$ cat src/hdl/fam_pkg.sv
// Package with constants and types for the single-precision add/multiply core.
`default_nettype none
package fam_pkg;
  localparam int unsigned ExpMax = 255;
  localparam int unsigned ExpBias = 127;
  localparam logic [22:0] FracMask = 23'h7FFFFF;
  localparam logic CmdAdd = 1'b0;
  localparam logic CmdMul = 1'b1;

  typedef struct packed {
    logic        cmd;
    logic [31:0] a;
    logic [31:0] b;
  } req_t;

  typedef struct packed {
    logic [31:0] word;
    logic        ovf;
  } res_t;

  // Leading-zero count of a 24-bit value; zero input gives 24.
  function automatic logic [4:0] lzc24(input logic [23:0] v);
    logic [4:0] n;
    logic       found;
    n = 5'd24;
    found = 1'b0;
    for (int i = 23; i >= 0; i--) begin
      if (!found && v[i]) begin
        n = 5'(23 - i);
        found = 1'b1;
      end
    end
    return n;
  endfunction

  // Packs sign, signed biased exponent and significand, flushing to zero at or below zero and saturating to infinity.
  function automatic res_t pack(input logic s, input logic signed [10:0] e,
                                input logic [22:0] f);
    res_t r;
    r.ovf = 1'b0;
    if (e <= 0) begin
      r.word = {s, 31'd0};
    end else if (e >= 11'sd255) begin
      r.word = {s, 8'hFF, 23'd0};
      r.ovf = 1'b1;
    end else begin
      r.word = {s, e[7:0], f};
    end
    return r;
  endfunction
endpackage
`default_nettype wire

$ cat src/hdl/float32_add_multiply_truncating_core.sv
// Top level of the truncating single-precision add/multiply core.
`default_nettype none
// Takes one request per cycle while not stalled (cmd, left_operand,
// right_operand) and gives one result per request through an input
// register, a single pass of combinational logic (one 24x24 multiplier or the
// align/add/normalise path) and a result register. Results are truncated with
// no rounding; overflow saturates to infinity and raises the flag. The block
// stalls only while both the input register and the result register are full
// and the result is not being taken.
module float32_add_multiply_truncating_core import fam_pkg::*; (
  input  wire logic        clk,
  input  wire logic        rst,
  input  wire logic        s_tvalid,
  output      logic        s_tready,
  input  wire logic [63:0] s_tdata,  // [31:0] left_operand, [63:32] right_operand
  input  wire logic        s_tuser,  // [0] cmd
  output      logic        m_tvalid,
  input  wire logic        m_tready,
  output      logic [31:0] m_tdata,  // [31:0] result_word
  output      logic        m_tuser   // [0] overflow_flag
);
  req_t req;
  logic req_valid;
  res_t res, res_next;
  logic res_valid;
  logic adv;

  assign adv = !res_valid || m_tready;
  assign s_tready = !req_valid || adv;

  always_ff @(posedge clk) begin
    if (rst) begin
      req_valid <= 1'b0;
      res_valid <= 1'b0;
    end else begin
      if (s_tready) req_valid <= s_tvalid;
      if (adv) res_valid <= req_valid;
    end
    if (s_tready && s_tvalid) begin
      req.cmd <= s_tuser;
      req.a <= s_tdata[31:0];
      req.b <= s_tdata[63:32];
    end
    if (adv && req_valid) res <= res_next;
  end

  assign m_tvalid = res_valid;
  assign m_tdata = res.word;
  assign m_tuser = res.ovf;

  logic za, zb, sa, sb;
  logic [7:0] ea, eb;
  logic [23:0] ma, mb;
  assign za = req.a[30:0] == 31'd0;
  assign zb = req.b[30:0] == 31'd0;
  assign sa = req.a[31];
  assign sb = req.b[31];
  assign ea = req.a[30:23];
  assign eb = req.b[30:23];
  assign ma = {1'b1, req.a[22:0] & FracMask};
  assign mb = {1'b1, req.b[22:0] & FracMask};

  logic [47:0] prod;
  logic [24:0] pm;
  logic signed [10:0] pe;
  res_t mul_r, add_r;
  assign prod = ma * mb;
  always_comb begin
    pm = prod[47:23];
    pe = 11'(signed'({3'd0, ea})) + 11'(signed'({3'd0, eb})) - 11'sd127;
    if (pm[24]) begin
      pm = pm >> 1;
      pe = pe + 11'sd1;
    end
    if (za || zb) begin
      mul_r.word = {sa ^ sb, 31'd0};
      mul_r.ovf = 1'b0;
    end else begin
      mul_r = pack(sa ^ sb, pe, pm[22:0]);
    end
  end

  logic swap, xs, ys;
  logic [7:0] xe, ye, d;
  logic [23:0] xm, ym, ysh, dm;
  logic [24:0] sum;
  logic [4:0] lz;
  logic signed [10:0] ae;
  always_comb begin
    swap = ea < eb;
    xs = swap ? sb : sa;
    ys = swap ? sa : sb;
    xe = swap ? eb : ea;
    ye = swap ? ea : eb;
    xm = swap ? mb : ma;
    ym = swap ? ma : mb;
    d = xe - ye;
    ysh = (d >= 8'd32) ? 24'd0 : ym >> d[4:0];
    sum = {1'b0, xm} + {1'b0, ysh};
    dm = (xm > ysh) ? xm - ysh : ysh - xm;
    lz = lzc24(dm);
    ae = 11'(signed'({3'd0, xe}));
    if (za && zb) begin
      add_r.word = {sa & sb, 31'd0};
      add_r.ovf = 1'b0;
    end else if (za) begin
      add_r.word = req.b;
      add_r.ovf = 1'b0;
    end else if (zb) begin
      add_r.word = req.a;
      add_r.ovf = 1'b0;
    end else if (xs == ys) begin
      if (sum[24]) add_r = pack(xs, ae + 11'sd1, sum[23:1]);
      else add_r = pack(xs, ae, sum[22:0]);
    end else if (xm == ysh) begin
      add_r.word = 32'd0;
      add_r.ovf = 1'b0;
    end else begin
      add_r = pack((xm > ysh) ? xs : ys, ae - 11'(signed'({6'd0, lz})),
                   23'(dm << lz));
    end
  end

  assign res_next = (req.cmd == CmdMul) ? mul_r : add_r;
endmodule
`default_nettype wire
$ cat config.mk
export PLATFORM = sky130hd
export DESIGN_NAME = float32_add_multiply_truncating_core
export DESIGN_NICKNAME = d
export VERILOG_FILES = /design/src/hdl/fam_pkg.sv /design/src/hdl/float32_add_multiply_truncating_core.sv
export SDC_FILE = /design/constraint.sdc
export NUM_CORES = 2
export LEC_CHECK = 0
export BUFFER_PORTS_ARGS = -buffer_cell sky130_fd_sc_hd__clkbuf_2
export CAP_MARGIN = 30
export CORE_ASPECT_RATIO = 0.75
export CORE_MARGIN = 2
export CORE_UTILIZATION = 66
export CTS_BUF_LIST = sky130_fd_sc_hd__clkbuf_16
export DETAILED_ROUTE_END_ITERATION = 8
export GPL_TIMING_DRIVEN = 0
export PLACE_DENSITY = 0.84
export SLEW_MARGIN = 20
export SYNTH_ARGS = -nofsm -noshare
export SYNTH_HDL_FRONTEND = slang
export SYNTH_SLANG_ARGS = --single-unit
$ cat constraint.sdc
create_clock -name clk -period 19.9 [get_ports clk]
set_input_delay 1.99 -clock clk [delete_from_list [all_inputs] [get_ports clk]]
set_output_delay 1.99 -clock clk [all_outputs]
set_load 0.005 [all_outputs]
# Word-level counts from Yosys, hierarchy flattened
# Index checks and enable logic that the tools add are counted.
# totals
ramBits,0
elab_cells,172
mem_count,0
output_inout_bits,35
in_bits,69
mem_bits_ro,0
latchBits,0
reg_bits,100
# classes
n_mux,82
mul,1
n_reduce_logical,56
div_mod_pow,0
shifts,2
eq_ne,2
magnitude_cmp,11
n_addsub,9
bitwise_logic,2
# ops
cell,n
31-bit 2-to-1 mux,8
33-bit 2-to-1 mux,6
5-bit 2-to-1 mux,24
23-bit 2-to-1 mux,3
32-bit 2-to-1 mux,2
31-bit zero test,2
24-bit by 24-bit multiplier with 48-bit output,1
24-bit 2-to-1 mux,2
24-bit subtractor,2
1-bit 2-to-1 mux,34
1-bit logical AND,26
24-bit by 24-bit adder with 25-bit output,1
1-bit zero test,25
24-bit == test,1
24-bit > comparator,1
24-bit by 5-bit << shifter with 23-bit output,1
24-bit by 5-bit >> shifter with 24-bit output,1
"9-bit by 1-bit less-or-equal comparator with 1-bit output, second input constant",2
8-bit 2-to-1 mux,2
"10-bit by 2-bit adder with 11-bit output, second input constant",1
"11-bit by 9-bit greater-or-equal comparator with 1-bit output, second input constant",1
"11-bit by 1-bit less-or-equal comparator with 1-bit output, second input constant",1
11-bit 2-to-1 mux,1
"9-bit by 7-bit subtractor with 10-bit output, second input constant",1
other kinds (14),16

# Depth between registers and ports, before layout
# depth
ltp_word,87
ltp_mapped,64
ltp_nobuf,54

# Worst setup path before layout
# OpenSTA, ideal clock, no wires.
# synth_timing
kind,reg-to-reg
start,register req (netlist bit ea[4])
end,"register res (netlist bit m_tdata[5]), data pin"
path_buffers,9
path_slack_ns,6.063
stages_incl_launch_ff,62
t_required_ns,19.770
arrival_ns,13.707
setup_time_ns,0.130
period_less_slack_ns,13.837
path_cell_list,edfxtp_1 > ha_1 > inv_1 > or3_4 > a21o_4 > nand2_1 > clkbuf_1 > buf_1 > buf_1 > clkbuf_1 > clkbuf_1 > nor2_1 > a21oi_1 > ha_1 > nand4b_1 > o211a_1 > a21oi_1 > o31a_1 > (+26 left out) > fa_1 > a21o_1 > a21oi_1 > nor2b_1 > or3_1 > nor3_1 > inv_1 > a211o_1 > a21oi_1 > ha_1 > xor2_1 > nor2_1 > nand3_1 > nor2_1 > nand2_1 > a311o_1 > a221o_1 > nand2_1
# synth_lines
element,line_no,text
from (decl),float32_add_multiply_truncating_core.sv:22,req_t req;
to (signal assigned),float32_add_multiply_truncating_core.sv:44,if (adv && req_valid) res <= res_next;
to (decl),float32_add_multiply_truncating_core.sv:24,"res_t res, res_next;"

==> reports/qor.txt <==
Status: finished, violations left
Violated checks: DRC
FF+latch count, synth: 100
Worst path max stage delay: 0.74 ns
Clock Sinks: 100
Avg Synthesized Cell Area: 8.35 sq um
Core area: 47,200 sq um
Synth area leader: fa_1
Clock skew: 0.0345 ns
DR vias/cell: 6.45
Post-route DRC: 20
Seq/Total Area, Yosys: 0.0947
Count leader, synth: inv_1
Die footprint: 49,500 sq um
Gpl congestion: 1.09
Total Nets Final: 4,719
Fmax: 51.3 MHz
Final Setup Violations: 0
First-pass GRT wire length: 172,000 um
Final Slew Violations: 0
Cells on Worst Hold Path: 2
Final Hold Vio Count: 0
CTS Buffer Depth: 2
R2R cell count: 59
Site Rows: 69
CP max FO: 11
Vias in the first global route: 28,437
CP Class: register to register
Critical path endpoint category: register
MaxCap Viol Count: 0
H-tree levels: 3
Worst Setup SP: eb[5]$_DFFE_PP_
Pre-Repair DR Iteration Count: 9
Cell area after synthesis: 31,500 sq um
CP required: 20.16 ns
Yosys Warn Count: 0
Area Growth Syn to Fin: 5.50%
Top cells by area, synth: fa_1 (31%), ha_1 (11%), edfxtp_1 (9.3%), inv_1 (7.8%), nand2_1 (5.9%)
Die height: 193 um
CTS tree: yes
Largest net degree at the start of global routing: 48
Met1 WL: 43,900 um
Crit path DAT: 19.76 ns
Post-synth top cells: inv_1 (656), nand2_1 (496), fa_1 (486)
Unrepaired setup endpoints after global routing: no
Worst-Margin Slew: 1.23 ns
Met2 WL: 43,000 um
Via count: 29,234
Syn Nets: 4,599
Slowest-stage cell, CP: nor3_1
Die Width: 256 um
Period minus WS final: 19.49 ns
Top FF cell, synth: edfxtp_1
HP Class: register to register
Worst skew pair latency: 0.43 ns
Synth cell types: 92
Post-Syn Instances: 3,769
Gr ovfl total: 0
Final HPWL DP: 92,700 um
Met3 routed WL: 20,700 um
Reg2Reg Launch Point: eb[5]$_DFFE_PP_
Final period utilization: 0.980
Max layer used: met5
Ports: 104
Crit start category: register
PortBufs: 103
Antenna violations before repair: 1
Post-synth EDFFs: 98
Antenna Violating Nets Remaining: 0
CP dominant cell by count: nand2_1
Cts hold-fix bufs: 0
Reg-to-reg slack, setup: 0.41 ns
Yosys top cell area share: 0.309
Hold Crit Endpoint: m_tvalid$_SDFFE_PP0P_
Root Driver: clkbuf_16
DR iter-0 viols: 4,596
Slew headroom: 0.177
Reg clk slew, reported paths: 0.10 ns
Setup TNS: 0 ns
Overall routing resource usage: 0.468
Wire per inst: 25.2 um
Total Routed Length: 114,000 um
Share of layout cells above drive strength 1: 0.0480
Number of buffers created by CTS: 9
Min-delay src: req_valid$_SDFFE_PP0N_
FF-to-FF End: m_tdata[5]$_DFFE_PP_
Initial core utilization: 0.667
FFs w/ async S/R, synth: 0
==> layer usage <==
| layer | GRT usage | up-vias |
|---|---|---|
| li1 | - | 12423 |
| met1 | 0.647 | 13937 |
| met2 | 0.631 | 2361 |
| met3 | 0.214 | 507 |
| met4 | 0.198 | 6 |
| met5 | 0.00575 | - |
==> logic make-up after synthesis <==
| family | share of synthesized area |
|---|---|
| xor gates and xnor gates | 0.0279 |
| and+or+nand+nor | 0.179 |
| buffers and inverters | 0.106 |
| muxes | 0.0433 |
| DFF | 0.0947 |
| AOI/OAI and AO/OA | 0.131 |
| adders and majority gates | 0.419 |
==> cells in the final DEF, fill, tap and decap left out, drive strengths merged, types with 21 or more instances in the layout <==
master / instances
a211oi: 26
a21o: 59
a21oi: 178
and2: 206
buf: 31
clkbuf: 303
edfxtp: 98
fa: 486
ha: 275
inv: 660
mux2i: 126
nand2: 496
nand2b: 26
nand3: 41
nor2: 189
nor2b: 32
nor3: 55
nor4: 22
o211ai: 21
o21ai: 127
or3: 23
xnor2: 69
xor2: 26
==> final cells by class <==
cell class / instances / area (sq um)
Inverter: 661 / 2480
Antenna cell: 3 / 7.51
Buffer: 216 / 850
Clock inverter: 6 / 82.6
Fill cell: 3802 / 14000
Clock buffer: 9 / 225
Timing Repair Buffer: 109 / 602
Multi-Input combinational cell: 2792 / 25200
Sequential cell: 100 / 2980
Tap cell: 639 / 800
==> state kept, by name, indices dropped and copies added (netlist names) <==
register   cells
ea             8
eb             8
m_tdata       32
m_tuser        1
m_tvalid       1
ma            23
mb            23
req            3
req_valid      1
==> per-stage QoR <==
step	utilization	area, sq um	cells	hold WS [ns]	setup WS [ns]
4_1_cts	0.703	33200	4532	0.533	1.48
2_1_floorplan	-	31500	3769	0.478	6.06
3_5_place_dp	0.697	32900	4517	0.520	1.54
3_3_place_gp	0.695	32800	4511	0.504	1.38
5_1_grt	0.703	33200	4532	0.550	0.0547
6_report	0.703	33200	4535	0.529	0.407
==> what timing repair did <==
action	CTS	global route
setup endpoints to repair	0	2
gates resized for setup	0	1
setup buffers	0	0
==> worst max-delay path by stage <==
stage | to | slack, ns | cells past startpoint
5_1_grt | m_tdata[2]$_DFFE_PP_ | 0.05 | 59
3_3_place_gp | m_tdata[5]$_DFFE_PP_ | 1.38 | 61
2_1_floorplan | m_tdata[5]$_DFFE_PP_ | 6.06 | 61
4_1_cts | m_tdata[5]$_DFFE_PP_ | 1.48 | 59
6_report | m_tdata[5]$_DFFE_PP_ | 0.41 | 59
3_5_place_dp | m_tdata[5]$_DFFE_PP_ | 1.54 | 59
==> critical path: cells and delay by family (launching register included) <==
family	cells	cell delay, ns
AO/OA/AOI/OAI	14	3.82
XOR/XNOR	2	0.60
adder cells (fa/ha/maj)	6	1.94
buffers and inverters	12	4.42
flip-flops	1	0.67
multiplexers	1	0.39
AND/OR/NAND/NOR	24	7.41
Power is not shown: default switching activity piles up to over one toggle a cycle in this logic, so the estimate is an artifact.
